**src/design/jezc_pkg.sv**
```systemverilog
// ----------------------------------------------------------------------------
// jezc_pkg
// Shared types, constants and fixed-point helpers of the zero-crossing core.
// ----------------------------------------------------------------------------
package jezc_pkg;

    localparam int QUEUE_DEPTH = 2;

    localparam logic [30:0] STEP_SIZE_RESET     = 31'd16777216;
    localparam logic [31:0] INITIAL_SLOPE_RESET = 32'd16777216;
    localparam logic [7:0]  MAX_POINTS_RESET    = 8'd100;

    localparam int FRAC_BITS = 24;

    typedef enum logic [1:0] {
        REG_STEP_SIZE     = 2'd0,
        REG_INITIAL_SLOPE = 2'd1,
        REG_MAX_POINTS    = 2'd2
    } cfg_index_t;

    // one queued grid step, coefficient p already fixed for zero
    typedef struct packed {
        logic               start;
        logic signed [31:0] grid_x;
        logic               p_neg;
        logic [31:0]        p_mag;
        logic signed [31:0] q;
    } step_item_t;

    typedef enum logic [3:0] {
        ST_IDLE,
        ST_MUL_Q,
        ST_SAT_M,
        ST_MUL_U,
        ST_DIV_GO,
        ST_TRUNC_U,
        ST_DIV_WAIT,
        ST_CROSS,
        ST_DIV2_GO,
        ST_DIV2_WAIT,
        ST_FINISH
    } back_state_t;

    // product / 2^24, truncating toward zero
    function automatic logic signed [39:0] trunc_q24(input logic signed [63:0] v);
        logic signed [63:0] adj;
        adj = v[63] ? v + 64'sd16777215 : v;
        return adj[63:FRAC_BITS];
    endfunction

    function automatic logic signed [31:0] sat32(input logic signed [65:0] v);
        logic signed [65:0] hi;
        logic signed [65:0] lo;
        hi = 66'sd2147483647;
        lo = -66'sd2147483648;
        if (v > hi) begin
            return 32'sh7FFFFFFF;
        end else if (v < lo) begin
            return 32'sh80000000;
        end
        return v[31:0];
    endfunction

endpackage

```
**src/design/jezc_front.sv**
```systemverilog
// ----------------------------------------------------------------------------
// jezc_front
// Accepts grid steps, classifies the P coefficient and queues them for the back.
// ----------------------------------------------------------------------------
module jezc_front import jezc_pkg::*; #(
    parameter int DEPTH = QUEUE_DEPTH
) (
    input  logic               aclk,
    input  logic               aresetn,
    input  logic               s_valid,
    output logic               s_ready,
    input  logic               s_start_req,
    input  logic signed [31:0] s_grid_x,
    input  logic signed [31:0] s_midpoint_p,
    input  logic signed [31:0] s_midpoint_q,
    output logic               item_valid,
    output step_item_t         item,
    input  logic               item_pop
);

    localparam int PTR_W = (DEPTH > 1) ? $clog2(DEPTH) : 1;
    localparam int CNT_W = $clog2(DEPTH + 1);
    localparam logic [PTR_W-1:0] LAST_PTR = PTR_W'(DEPTH - 1);
    localparam logic [CNT_W-1:0] FULL_CNT = CNT_W'(DEPTH);

    step_item_t       mem [DEPTH];
    logic [PTR_W-1:0] wr_ptr_reg, wr_ptr_next;
    logic [PTR_W-1:0] rd_ptr_reg, rd_ptr_next;
    logic [CNT_W-1:0] cnt_reg, cnt_next;
    logic             push;
    step_item_t       cls;
    logic signed [31:0] p_fix;

    always_comb begin
        p_fix      = (s_midpoint_p == 32'sd0) ? 32'sd1 : s_midpoint_p;
        cls.start  = s_start_req;
        cls.grid_x = s_grid_x;
        cls.p_neg  = p_fix[31];
        cls.p_mag  = p_fix[31] ? 32'(-p_fix) : 32'(p_fix);
        cls.q      = s_midpoint_q;
    end

    assign s_ready    = (cnt_reg != FULL_CNT);
    assign push       = s_valid && s_ready;
    assign item_valid = (cnt_reg != '0);
    assign item       = mem[rd_ptr_reg];

    always_comb begin
        wr_ptr_next = wr_ptr_reg;
        rd_ptr_next = rd_ptr_reg;
        cnt_next    = cnt_reg;
        if (push) begin
            wr_ptr_next = (wr_ptr_reg == LAST_PTR) ? '0 : wr_ptr_reg + 1'b1;
        end
        if (item_pop) begin
            rd_ptr_next = (rd_ptr_reg == LAST_PTR) ? '0 : rd_ptr_reg + 1'b1;
        end
        if (push && !item_pop) begin
            cnt_next = cnt_reg + 1'b1;
        end else if (!push && item_pop) begin
            cnt_next = cnt_reg - 1'b1;
        end
    end

    always_ff @(posedge aclk) begin
        if (!aresetn) begin
            wr_ptr_reg <= '0;
            rd_ptr_reg <= '0;
            cnt_reg    <= '0;
        end else begin
            wr_ptr_reg <= wr_ptr_next;
            rd_ptr_reg <= rd_ptr_next;
            cnt_reg    <= cnt_next;
        end
    end

    always_ff @(posedge aclk) begin
        if (push) begin
            mem[wr_ptr_reg] <= cls;
        end
    end

`ifndef NO_ASSERTIONS
    a_no_pop_empty: assert property (@(posedge aclk) disable iff (!aresetn)
        item_pop |-> item_valid) else $error("pop from empty queue");
    a_cnt_bound: assert property (@(posedge aclk) disable iff (!aresetn)
        push && !item_pop |=> cnt_reg == $past(cnt_reg) + 1'b1)
        else $error("queue count lost a push");
`endif

endmodule

```
**src/design/jezc_div.sv**
```systemverilog
// ----------------------------------------------------------------------------
// jezc_div
// Radix-2 restoring divider, unsigned, one quotient bit per cycle.
// ----------------------------------------------------------------------------
module jezc_div import jezc_pkg::*; (
    input  logic        aclk,
    input  logic        aresetn,
    input  logic        start,
    input  logic [63:0] dividend,
    input  logic [32:0] divisor,
    output logic        busy,
    output logic        done,
    output logic [63:0] quotient
);

    logic [63:0] quo_reg, quo_next;
    logic [32:0] rem_reg, rem_next;
    logic [32:0] dsr_reg;
    logic [5:0]  cnt_reg, cnt_next;
    logic        busy_reg, busy_next;
    logic        done_reg, done_next;
    logic [33:0] trial;
    logic [33:0] diff;

    assign trial = {rem_reg, quo_reg[63]};
    assign diff  = trial - {1'b0, dsr_reg};

    always_comb begin
        quo_next  = quo_reg;
        rem_next  = rem_reg;
        cnt_next  = cnt_reg;
        busy_next = busy_reg;
        done_next = 1'b0;
        if (start) begin
            quo_next  = dividend;
            rem_next  = '0;
            cnt_next  = '0;
            busy_next = 1'b1;
        end else if (busy_reg) begin
            if (!diff[33]) begin
                rem_next = diff[32:0];
                quo_next = {quo_reg[62:0], 1'b1};
            end else begin
                rem_next = trial[32:0];
                quo_next = {quo_reg[62:0], 1'b0};
            end
            cnt_next = cnt_reg + 1'b1;
            if (cnt_reg == 6'd63) begin
                busy_next = 1'b0;
                done_next = 1'b1;
            end
        end
    end

    always_ff @(posedge aclk) begin
        if (!aresetn) begin
            busy_reg <= 1'b0;
            done_reg <= 1'b0;
            cnt_reg  <= '0;
        end else begin
            busy_reg <= busy_next;
            done_reg <= done_next;
            cnt_reg  <= cnt_next;
        end
    end

    always_ff @(posedge aclk) begin
        quo_reg <= quo_next;
        rem_reg <= rem_next;
        if (start) begin
            dsr_reg <= divisor;
        end
    end

    assign busy     = busy_reg;
    assign done     = done_reg;
    assign quotient = quo_reg;

endmodule

```
**src/design/jezc_back.sv**
```systemverilog
// ----------------------------------------------------------------------------
// jezc_back
// Step sequencer: Euler update, sign-change check and crossing interpolation.
// ----------------------------------------------------------------------------
module jezc_back import jezc_pkg::*; (
    input  logic               aclk,
    input  logic               aresetn,
    input  logic [30:0]        step_size,
    input  logic signed [31:0] initial_slope,
    input  logic [7:0]         max_points,
    input  logic               item_valid,
    input  step_item_t         item,
    output logic               item_pop,
    output logic               div_start,
    input  logic               div_busy,
    input  logic               div_done,
    output logic [63:0]        div_dividend,
    output logic [32:0]        div_divisor,
    input  logic [63:0]        div_quotient,
    output logic               m_valid,
    input  logic               m_ready,
    output logic signed [31:0] m_u_next,
    output logic signed [31:0] m_slope_next,
    output logic               m_crossing_found,
    output logic signed [31:0] m_crossing_x,
    output logic [7:0]         m_points_found
);

    back_state_t state_reg, state_next;

    logic signed [31:0] u_reg, slope_reg;
    logic [7:0]         count_reg;
    logic signed [63:0] prod_reg;
    logic signed [31:0] m_coef_reg;
    logic signed [39:0] t_reg;
    logic signed [31:0] u_new_reg, s_new_reg, cx_reg;
    logic               found_reg;
    logic [32:0]        apb_reg;
    logic               out_valid_reg;
    logic               term_neg_reg;

    logic signed [32:0] mul_a, mul_b;
    logic signed [65:0] mul_p;
    logic [31:0]        a_mag, b_mag;
    logic               sign_change;
    logic               load_out;
    logic [63:0]        prod_mag;
    logic signed [64:0] term;

    assign a_mag = u_reg[31] ? 32'(-u_reg) : 32'(u_reg);
    assign b_mag = u_new_reg[31] ? 32'(-u_new_reg) : 32'(u_new_reg);
    assign sign_change = ((u_reg < 0) && (u_new_reg > 0)) || ((u_reg > 0) && (u_new_reg < 0));
    assign prod_mag = prod_reg[63] ? 64'(-prod_reg) : 64'(prod_reg);
    assign load_out = (state_reg == ST_FINISH) && (!out_valid_reg || m_ready);
    assign term = term_neg_reg ? -$signed({1'b0, div_quotient})
                               : $signed({1'b0, div_quotient});

    // shared multiplier operand select
    always_comb begin
        mul_a = $signed({2'b00, step_size});
        mul_b = {item.q[31], item.q};
        case (state_reg)
            ST_MUL_U: begin
                mul_a = {m_coef_reg[31], m_coef_reg};
                mul_b = {u_reg[31], u_reg};
            end
            ST_DIV_GO: mul_b = {slope_reg[31], slope_reg};
            ST_CROSS:  mul_b = $signed({1'b0, a_mag});
            default:   mul_b = {item.q[31], item.q};
        endcase
    end
    assign mul_p = mul_a * mul_b;

    always_comb begin
        state_next   = state_reg;
        item_pop     = 1'b0;
        div_start    = 1'b0;
        div_dividend = prod_mag;
        div_divisor  = {1'b0, item.p_mag};
        unique case (state_reg)
            ST_IDLE:    if (item_valid) state_next = ST_MUL_Q;
            ST_MUL_Q:   state_next = ST_SAT_M;
            ST_SAT_M:   state_next = ST_MUL_U;
            ST_MUL_U:   state_next = ST_DIV_GO;
            ST_DIV_GO: begin
                div_start  = 1'b1;
                state_next = ST_TRUNC_U;
            end
            ST_TRUNC_U: state_next = ST_DIV_WAIT;
            ST_DIV_WAIT: if (div_done) state_next = ST_CROSS;
            ST_CROSS: begin
                if (sign_change && (count_reg < max_points)) begin
                    state_next = ST_DIV2_GO;
                end else begin
                    state_next = ST_FINISH;
                end
            end
            ST_DIV2_GO: begin
                div_start    = 1'b1;
                div_dividend = 64'(prod_reg);
                div_divisor  = apb_reg;
                state_next   = ST_DIV2_WAIT;
            end
            ST_DIV2_WAIT: if (div_done) state_next = ST_FINISH;
            ST_FINISH: begin
                if (load_out) begin
                    item_pop   = 1'b1;
                    state_next = ST_IDLE;
                end
            end
            default: state_next = ST_IDLE;
        endcase
    end

    always_ff @(posedge aclk) begin
        if (!aresetn) begin
            state_reg     <= ST_IDLE;
            u_reg         <= '0;
            slope_reg     <= INITIAL_SLOPE_RESET;
            count_reg     <= '0;
            out_valid_reg <= 1'b0;
            found_reg     <= 1'b0;
        end else begin
            state_reg <= state_next;
            if (state_reg == ST_IDLE && item_valid && item.start) begin
                u_reg     <= '0;
                slope_reg <= initial_slope;
                count_reg <= '0;
            end
            if (state_reg == ST_CROSS) begin
                found_reg <= sign_change && (count_reg < max_points);
            end
            if (load_out) begin
                u_reg     <= u_new_reg;
                slope_reg <= s_new_reg;
                count_reg <= count_reg + {7'd0, found_reg};
            end
            if (load_out) begin
                out_valid_reg <= 1'b1;
            end else if (m_ready) begin
                out_valid_reg <= 1'b0;
            end
        end
    end

    always_ff @(posedge aclk) begin
        prod_reg <= mul_p[63:0];
        case (state_reg)
            ST_SAT_M:   m_coef_reg <= sat32(66'(trunc_q24(prod_reg)));
            // sign of m*u over p, kept while prod_reg is reused
            ST_DIV_GO:  term_neg_reg <= prod_reg[63] ^ item.p_neg;
            ST_TRUNC_U: t_reg <= trunc_q24(prod_reg);
            ST_DIV_WAIT: begin
                u_new_reg <= sat32(66'(u_reg) + 66'(t_reg));
                s_new_reg <= sat32(66'(slope_reg) + 66'(term));
                cx_reg    <= '0;
            end
            ST_CROSS:   apb_reg <= {1'b0, a_mag} + {1'b0, b_mag};
            ST_DIV2_WAIT: begin
                cx_reg <= sat32(66'(item.grid_x) + $signed({2'b00, div_quotient}));
            end
            default: ;
        endcase
        if (load_out) begin
            m_u_next         <= u_new_reg;
            m_slope_next     <= s_new_reg;
            m_crossing_found <= found_reg;
            m_crossing_x     <= found_reg ? cx_reg : 32'sd0;
            m_points_found   <= count_reg + {7'd0, found_reg};
        end
    end

    assign m_valid = out_valid_reg;

`ifndef NO_ASSERTIONS
    a_div_idle_start: assert property (@(posedge aclk) disable iff (!aresetn)
        div_start |-> !div_busy) else $error("divider restarted while busy");
    a_count_step: assert property (@(posedge aclk) disable iff (!aresetn)
        load_out && found_reg |=> count_reg == $past(count_reg) + 1'b1)
        else $error("crossing not counted");
`endif

endmodule

```
**src/design/jacobi_equation_zero_crossing_core.sv**
```systemverilog
// ----------------------------------------------------------------------------
// jacobi_equation_zero_crossing_core
// Euler integrator of the Jacobi equation with conjugate point detection.
//
//   channel  dir  handshake         payload
//   s_       in   s_valid/s_ready   start_req, grid_x, midpoint_p, midpoint_q
//   m_       out  m_valid/m_ready   u_next, slope_next, crossing_found,
//                                   crossing_x, points_found
//   cfg_     in   cfg_wr_en         cfg_index, cfg_wr_data
//
// A step runs one division on the shared radix-2 divider, and two when
// a crossing is interpolated.
// Synchronous active-low reset, no clearing pass.
// The input queue keeps accepting, until full, while a result waits on m_ready.
// ----------------------------------------------------------------------------
module jacobi_equation_zero_crossing_core import jezc_pkg::*; #(
    parameter int DEPTH = QUEUE_DEPTH
) (
    input  logic               aclk,
    input  logic               aresetn,
    input  logic               cfg_wr_en,
    input  logic [1:0]         cfg_index,
    input  logic [31:0]        cfg_wr_data,
    input  logic               s_valid,
    output logic               s_ready,
    input  logic               s_start_req,
    input  logic signed [31:0] s_grid_x,
    input  logic signed [31:0] s_midpoint_p,
    input  logic signed [31:0] s_midpoint_q,
    output logic               m_valid,
    input  logic               m_ready,
    output logic signed [31:0] m_u_next,
    output logic signed [31:0] m_slope_next,
    output logic               m_crossing_found,
    output logic signed [31:0] m_crossing_x,
    output logic [7:0]         m_points_found
);

    logic [30:0]        step_size_reg;
    logic signed [31:0] initial_slope_reg;
    logic [7:0]         max_points_reg;

    logic        item_valid;
    step_item_t  item;
    logic        item_pop;
    logic        div_start;
    logic        div_busy;
    logic        div_done;
    logic [63:0] div_dividend;
    logic [32:0] div_divisor;
    logic [63:0] div_quotient;

    always_ff @(posedge aclk) begin
        if (!aresetn) begin
            step_size_reg     <= STEP_SIZE_RESET;
            initial_slope_reg <= INITIAL_SLOPE_RESET;
            max_points_reg    <= MAX_POINTS_RESET;
        end else if (cfg_wr_en) begin
            unique case (cfg_index)
                REG_STEP_SIZE:     step_size_reg     <= cfg_wr_data[30:0];
                REG_INITIAL_SLOPE: initial_slope_reg <= cfg_wr_data;
                REG_MAX_POINTS:    max_points_reg    <= cfg_wr_data[7:0];
                default: ;
            endcase
        end
    end

    jezc_front #(.DEPTH(DEPTH)) u_front (
        .aclk         (aclk),
        .aresetn      (aresetn),
        .s_valid      (s_valid),
        .s_ready      (s_ready),
        .s_start_req  (s_start_req),
        .s_grid_x     (s_grid_x),
        .s_midpoint_p (s_midpoint_p),
        .s_midpoint_q (s_midpoint_q),
        .item_valid   (item_valid),
        .item         (item),
        .item_pop     (item_pop)
    );

    jezc_div u_div (
        .aclk     (aclk),
        .aresetn  (aresetn),
        .start    (div_start),
        .dividend (div_dividend),
        .divisor  (div_divisor),
        .busy     (div_busy),
        .done     (div_done),
        .quotient (div_quotient)
    );

    jezc_back u_back (
        .aclk             (aclk),
        .aresetn          (aresetn),
        .step_size        (step_size_reg),
        .initial_slope    (initial_slope_reg),
        .max_points       (max_points_reg),
        .item_valid       (item_valid),
        .item             (item),
        .item_pop         (item_pop),
        .div_start        (div_start),
        .div_busy         (div_busy),
        .div_done         (div_done),
        .div_dividend     (div_dividend),
        .div_divisor      (div_divisor),
        .div_quotient     (div_quotient),
        .m_valid          (m_valid),
        .m_ready          (m_ready),
        .m_u_next         (m_u_next),
        .m_slope_next     (m_slope_next),
        .m_crossing_found (m_crossing_found),
        .m_crossing_x     (m_crossing_x),
        .m_points_found   (m_points_found)
    );

endmodule
```
**config.mk**
```make
export PLATFORM = sky130hd
export DESIGN_NAME = jacobi_equation_zero_crossing_core
export DESIGN_NICKNAME = d
export VERILOG_FILES = /design/src/design/jezc_pkg.sv /design/src/design/jezc_front.sv /design/src/design/jezc_div.sv /design/src/design/jezc_back.sv /design/src/design/jacobi_equation_zero_crossing_core.sv
export SDC_FILE = /design/constraint.sdc
export NUM_CORES = 2
export LEC_CHECK = 0
export BUFFER_PORTS_ARGS = -buffer_cell sky130_fd_sc_hd__buf_2
export CAP_MARGIN = 20
export CORE_MARGIN = 3
export CORE_UTILIZATION = 66
export CTS_CLUSTER_SIZE = 28
export DETAILED_ROUTE_END_ITERATION = 10
export PLACE_DENSITY = 0.85
export SYNTH_ARGS = -nofsm -noshare
export SYNTH_HDL_FRONTEND = slang
export SYNTH_SLANG_ARGS = --single-unit
```
**constraint.sdc**
```tcl
create_clock -name aclk -period 29 [get_ports aclk]
set_input_delay 2.9 -clock aclk [delete_from_list [all_inputs] [get_ports aclk]]
set_output_delay 2.9 -clock aclk [all_outputs]
set_load 0.02 [all_outputs]
```
-- After elaboration in Yosys (flattened, before gate mapping)
Memory sizes are Yosys's and may differ from the RTL's. A register that Yosys moved wholly into a read port is not among the register bits.
Cells that the tools add are included.
- input bits: 136
- output and inout port bits: 107
- RAM bits: 196
- memories kept: 1
- flip-flop bits (word level): 662
- $mul: 1
- magnitude comparators: 13
- reduce and logical (&&, ||, !) cells: 30
- bitwise logic cells: 3
- add/subtract/negate cells: 17
- eq/ne operators: 18
- mux-type cells: 69
- memory list (memory ; depth ; width ; rd ports ; clocked after Yosys merged registers in ; wr ports ; line ; RTL):
    u_front.mem ; 2 ; 98 ; 1 ; 1 ; 1 ; jezc_front.sv:26 ; step_item_t mem [DEPTH];
- operators with widths (operator ; number):
    two-way mux 32 bit ; 21
    two-way mux 64 bit ; 5
    greater-than comparator 66 x 32 -> 1 bit, second input constant ; 3
    less-than comparator 66 x 32 -> 1 bit, second input constant ; 3
    adder 32 x 65 -> 66 bit ; 2
    case mux 33 bit (3 select lines) ; 1
    negator 32 bit ; 3
    two-way mux 33 bit ; 2
    two-way mux 65 bit ; 1
    negator 64 -> 65 bit ; 1
    adder 64 x 25 -> 64 bit, second input constant ; 1
    greater-than comparator 32 x 1 -> 1 bit, second input constant ; 2
    less-than comparator 32 x 1 -> 1 bit, second input constant ; 2
    multiplier 33 x 33 -> 64 bit ; 1
    negator 64 bit ; 1
    case mux 32 bit (2 select lines) ; 1
    case mux 4 bit (11 select lines) ; 1
    adder 32 x 40 -> 41 bit ; 1
    greater-than comparator 40 x 32 -> 1 bit, second input constant ; 1
    less-than comparator 40 x 32 -> 1 bit, second input constant ; 1
    subtractor 34 x 33 -> 34 bit ; 1
    adder 32 x 32 -> 33 bit ; 1
    logical NOT 32 bit ; 1
    two-way mux 1 bit ; 28
    other kinds (30) ; 66

-- Logic depth before layout (Yosys ltp)
- word-level depth: 8
- mapped depth: 42
- gate-level depth less buffers: 41

-- By module
A second synthesis with hierarchy kept.
- cell total of the unflattened synthesis: 9352
- area total of the unflattened synthesis: 88954.1 um^2
- by module, submodules not included (module ; times used ; sequential area each (um^2) ; cells an instance ; area an instance (um^2)):
    jezc_back ; 1 ; 12061.6 ; 7929 ; 70540.2
    jezc_front ; 1 ; 5985.7 ; 442 ; 8097.8
    jezc_div ; 1 ; 3733.6 ; 708 ; 7588.5
    jacobi_equation_zero_crossing_core ; 1 ; 1421.4 ; 273 ; 2727.6

-- Worst setup path before layout
No wires, ideal clock.
- kind: register to register
- start: register u_back.u_reg[6]
- end: register u_back.prod_reg[63]
- cell stages (with the launch flop): 37
- library setup time: 121 ps
- slack: 18475 ps
- arrival time: 10404 ps
- cells stage by stage: dfxtp_1 > or4_1 > nor4_1 > nand2_1 > or4_1 > or4_1 > o41ai_2 > xor2_1 > inv_2 > a21oi_2 > clkbuf_1 > nor2_1 > fa_1 > fa_1 > fa_1 > fa_1 > fa_1 > fa_1 > fa_1 > inv_1 > fa_1 > inv_1 > ha_1 > clkbuf_1 > a21o_1 > a21o_1 > a21o_1 > a21o_1 > a21oi_1 > a311oi_1 > a31oi_1 > o21ai_0 > a41o_1 > o22ai_1 > nor4_1 > o22ai_1 > xnor2_1
- longest elaborated chain between the ends: 4
- RTL lines (element ; line ; RTL):
    from (decl) ; jezc_back.sv:31 ; logic signed [31:0] u_reg, slope_reg;
    from (signal assigned) ; jezc_back.sv:134 ; u_reg <= u_new_reg;
    negator 32 bit ; jezc_back.sv:50 ; assign a_mag = u_reg[31] ? 32'(-u_reg) : 32'(u_reg);
    two-way mux 32 bit ; jezc_back.sv:50 ;
    case mux 33 bit (3 select lines) * ; jezc_back.sv:62 ; case (state_reg)
    multiplier 33 x 33 -> 64 bit * ; jezc_back.sv:72 ; assign mul_p = mul_a * mul_b;
    via u_back.mul_p[63] ; jezc_back.sv:43 ; logic signed [65:0] mul_p;
    to (signal assigned) ; jezc_back.sv:147 ; prod_reg <= mul_p[63:0];
    to (decl) ; jezc_back.sv:33 ; logic signed [63:0] prod_reg;
The timed path passes the listed nets; every way through them passes the cells marked *.
A chain may end at the register's enable or synchronous reset.

-- Worst setup path after layout
- start: register u_back.state_reg[3]
- end: register u_back.prod_reg[63]
- longest elaborated chain between the ends: 3
- elaborated cells between the ends (all ways): 6
- classes of those cells: mul (1); eq/ne (3); mux (2)
- RTL lines (element ; line ; RTL):
    from (decl) ; jezc_back.sv:29 ; back_state_t state_reg, state_next;
    from (signal assigned) ; jezc_back.sv:124 ; state_reg <= state_next;
    == test 4 x 3 -> 1 bit / == test 4 x 2 -> 1 bit (equally long branches) ; jezc_back.sv:62 ;
    case mux 33 bit (3 select lines) / two-way mux 33 bit (equally long branches) ; jezc_back.sv:62 ;
    multiplier 33 x 33 -> 64 bit * ; jezc_back.sv:72 ;
    via u_back.mul_p[63] ; jezc_back.sv:43 ;
Marked as above.

==> metrics <==
IO Count between 200 and 250; max reg flops around 200; commonest non-fill, non-tap cells in the layout inv_1 (1426), fa_1 (1110), nand2_1 (1059), nor2_1 (820), edfxtp_1 (600); die height between 300 and 400 um; Detailed Route WL around 300000 um; top post-synthesis cells by area fa_1 (25%), edfxtp_1 (21%), ha_1 (6.6%), inv_1 (6.1%), dfxtp_1 (5.9%); CP Max Fanout 65; Design Area, Final about 94000 sq um; post-synthesis cell count roughly 9300; Slew @ Worst Pin approximately 1.4 ns; status complete, no violations; Rows 133; post-route ant nets 0; share of the synthesized area in the top cell type 0.254; cell area after synthesis 87600 sq um; Worst slew margin 0.0863; Root Driver clkbuf_16; crit path launch type flop; Layout Nets 11100; Pint around 4.4 mW; #FFs+latches synth around 860; Final min period roughly 13 ns; r2r setup slk approximately 16 ns; Routed WL per cell 26.5 um; register area share after synthesis 0.265; RSZ-0062 raised after global routing false; DR DRC count 0; initial core utilization 0.665; slowest CP cell a221oi_1; Hold Startpoint u_back.s_new_reg[8]; Clk pin slew, worst setup/hold paths 0.06 ns; worst-case clock skew approximately 0.05 ns; Power Dens Cells ~93 nW/um^2; Total Neg Setup Slack 0 ns; Netlist cell types 100; drt first-iter violations between 8000 and 9000; top_reg_cell synth edfxtp_1; Critical Path Sink Type flop; Die Span X ~370 um; CTS Hold Bufs 0; number of H-tree levels 3; most used cell, CP fa_1; GR Util met2 0.652; Filler Cell Count a little under 10000; vias per cell approximately 6.5; Clock Tree Buf Depth 3; Total GRT Usage 0.436; clk_lat worst skew roughly 0.72 ns; r2r startpoint u_back.state_reg[3]; area occupied by multi-input gates between 50000 and 60000 sq um; Pre-antenna DRT Iters 7; post_cts resized 0; Comb power frac 0.669; layout cells sized above 1 0.0741; clock share of power 0.140; Via Count between 70000 and 80000; pin count of the biggest net entering global routing 120; P_sw 4.36 mW; vias in the first global route around 74000; required time of the critical path roughly 30 ns; # Post-CTS Setup Buffers 0; Critical Path Max Stage Delay around 1.1 ns; Hold WC Path Type flop to flop; HPWL after detailed placement ~220000 um; CTS buffer count 90; met1 GRT Util 0.556; register area approximately 23000 sq um; EDFF count, synth 600; crit share post-route 0.439; GRT Max-Usage Layer met2; max-slew violation count 0; Hold Path End u_back.m_slope_next[8]; CP arrival approximately 13 ns; Flop pwr share 0.191; Hold Path Depth 0; clk sinks about 860; CTS tree built; asr flop ratio synth 0; met3 Use GR 0.121; static leakage 42.7 nW; Final Setup Violations 0; reg2reg path depth 33; Placed Area around 91000 sq um; max_cap viols 0; P&R area growth vs syn 7.01%; initial antenna violation count 15; full die area ~140000 sq um; Fin. Hold Viols 0; Highest Clock Rate approximately 79 MHz; switch share 0.500; fin util 0.712; most common cell after layout, fill and taps aside inv_1; GP Congestion roughly 1.0; syn_area_per_cell approximately 9.4 sq um; global-route wire length before repair around 450000 um; peak supply drop 0.170 mV; CORE AREA 132000 sq um; top cell type by total area after synthesis fa_1; Setup CP Type flop to flop; IO buf count approximately 240; R2R Path End u_back.prod_reg[63]; syn_nets roughly 11000; synthesis warning total 0; grt ovf 0
through the flow:
stage          setup slack [ns]  power, mW  hold slack [ns]  std cells
6_report                  16.27       8.72            0.463      11200
2_1_floorplan             18.47       5.52            0.421       9331
5_1_grt                   15.99       9.34            0.476      11200
4_1_cts                   16.72       8.55            0.464      11200
3_3_place_gp              16.88       7.17            0.446      11000
3_5_place_dp              16.74       7.32            0.449      11000
cell type report:
cell class / instances / area share
inverters: 1432 / 0.0574
well taps: 1755 / 0.0234
clock buffers: 118 / 0.0260
diodes: 9 / 0.000240
multi-input cells: 6613 / 0.615
clock inverters: 52 / 0.00712
repair buffers: 362 / 0.0229
flip-flops and latches: 859 / 0.248
layer usage:
layer  share of wire  wire length [um]
met1            0.35            105000
met2            0.43            128000
met3            0.13             38100
met4           0.084             25000
met5         0.00055               164
cell usage after synthesis, drive strengths merged, types with 95 or more instances:
library cell and instances:
nor2 824, nor3 101, nand2 1060, fa 1110, nand2b 109, clkbuf 373, xor2 182, a21boi 109
mux2i 138, a21oi 428, edfxtp 600, dfxtp 259, a21o 129, xnor2 345, nand3 166, inv 1431
ha 464, and2 95, o21ai 348
power by group through the flow:
stage	sequential [mW]	combinational, mW	clock, mW
finish	1.66	5.83	1.22
global route	1.67	6.39	1.27
CTS	1.66	5.67	1.23
detailed placement	1.68	5.64	0
global placement	1.67	5.49	0
floorplan	1.60	3.92	0
logic make-up after synthesis:
family          count (synthesis)  synth area share
buf+inv                      1859            0.0798
mux                           206            0.0245
simple gates                 2728             0.140
flops                         859             0.265
xor+xnor                      527            0.0527
fa+ha+maj                    1574             0.320
compound gates               1578             0.118
worst max-delay path by stage:
stage               slack [ns]           startpoint             endpoint  cells after the start
floorplan                18.47      u_back.u_reg[6]  u_back.prod_reg[63]                     36
global placement         16.88      u_back.u_reg[6]  u_back.prod_reg[63]                     40
detailed placement       16.74  u_back.state_reg[3]  u_back.prod_reg[63]                     33
CTS                      16.72  u_back.state_reg[3]  u_back.prod_reg[63]                     33
global route             15.99  u_back.state_reg[3]  u_back.prod_reg[63]                     33
finish                   16.27  u_back.state_reg[3]  u_back.prod_reg[63]                     33
critical path, delay by kind of cell (launching register included):
kind | cells | cell delay, ns
AO/OA/AOI/OAI | 9 | 3.21
XOR/XNOR | 1 | 0.15
adder cells (fa/ha/maj) | 9 | 4.58
buffers and inverters | 6 | 1.18
flip-flops | 1 | 0.47
multiplexers | 1 | 0.89
AND/OR/NAND/NOR | 7 | 2.04
No activity file was read; power rests on OpenSTA's default activity.
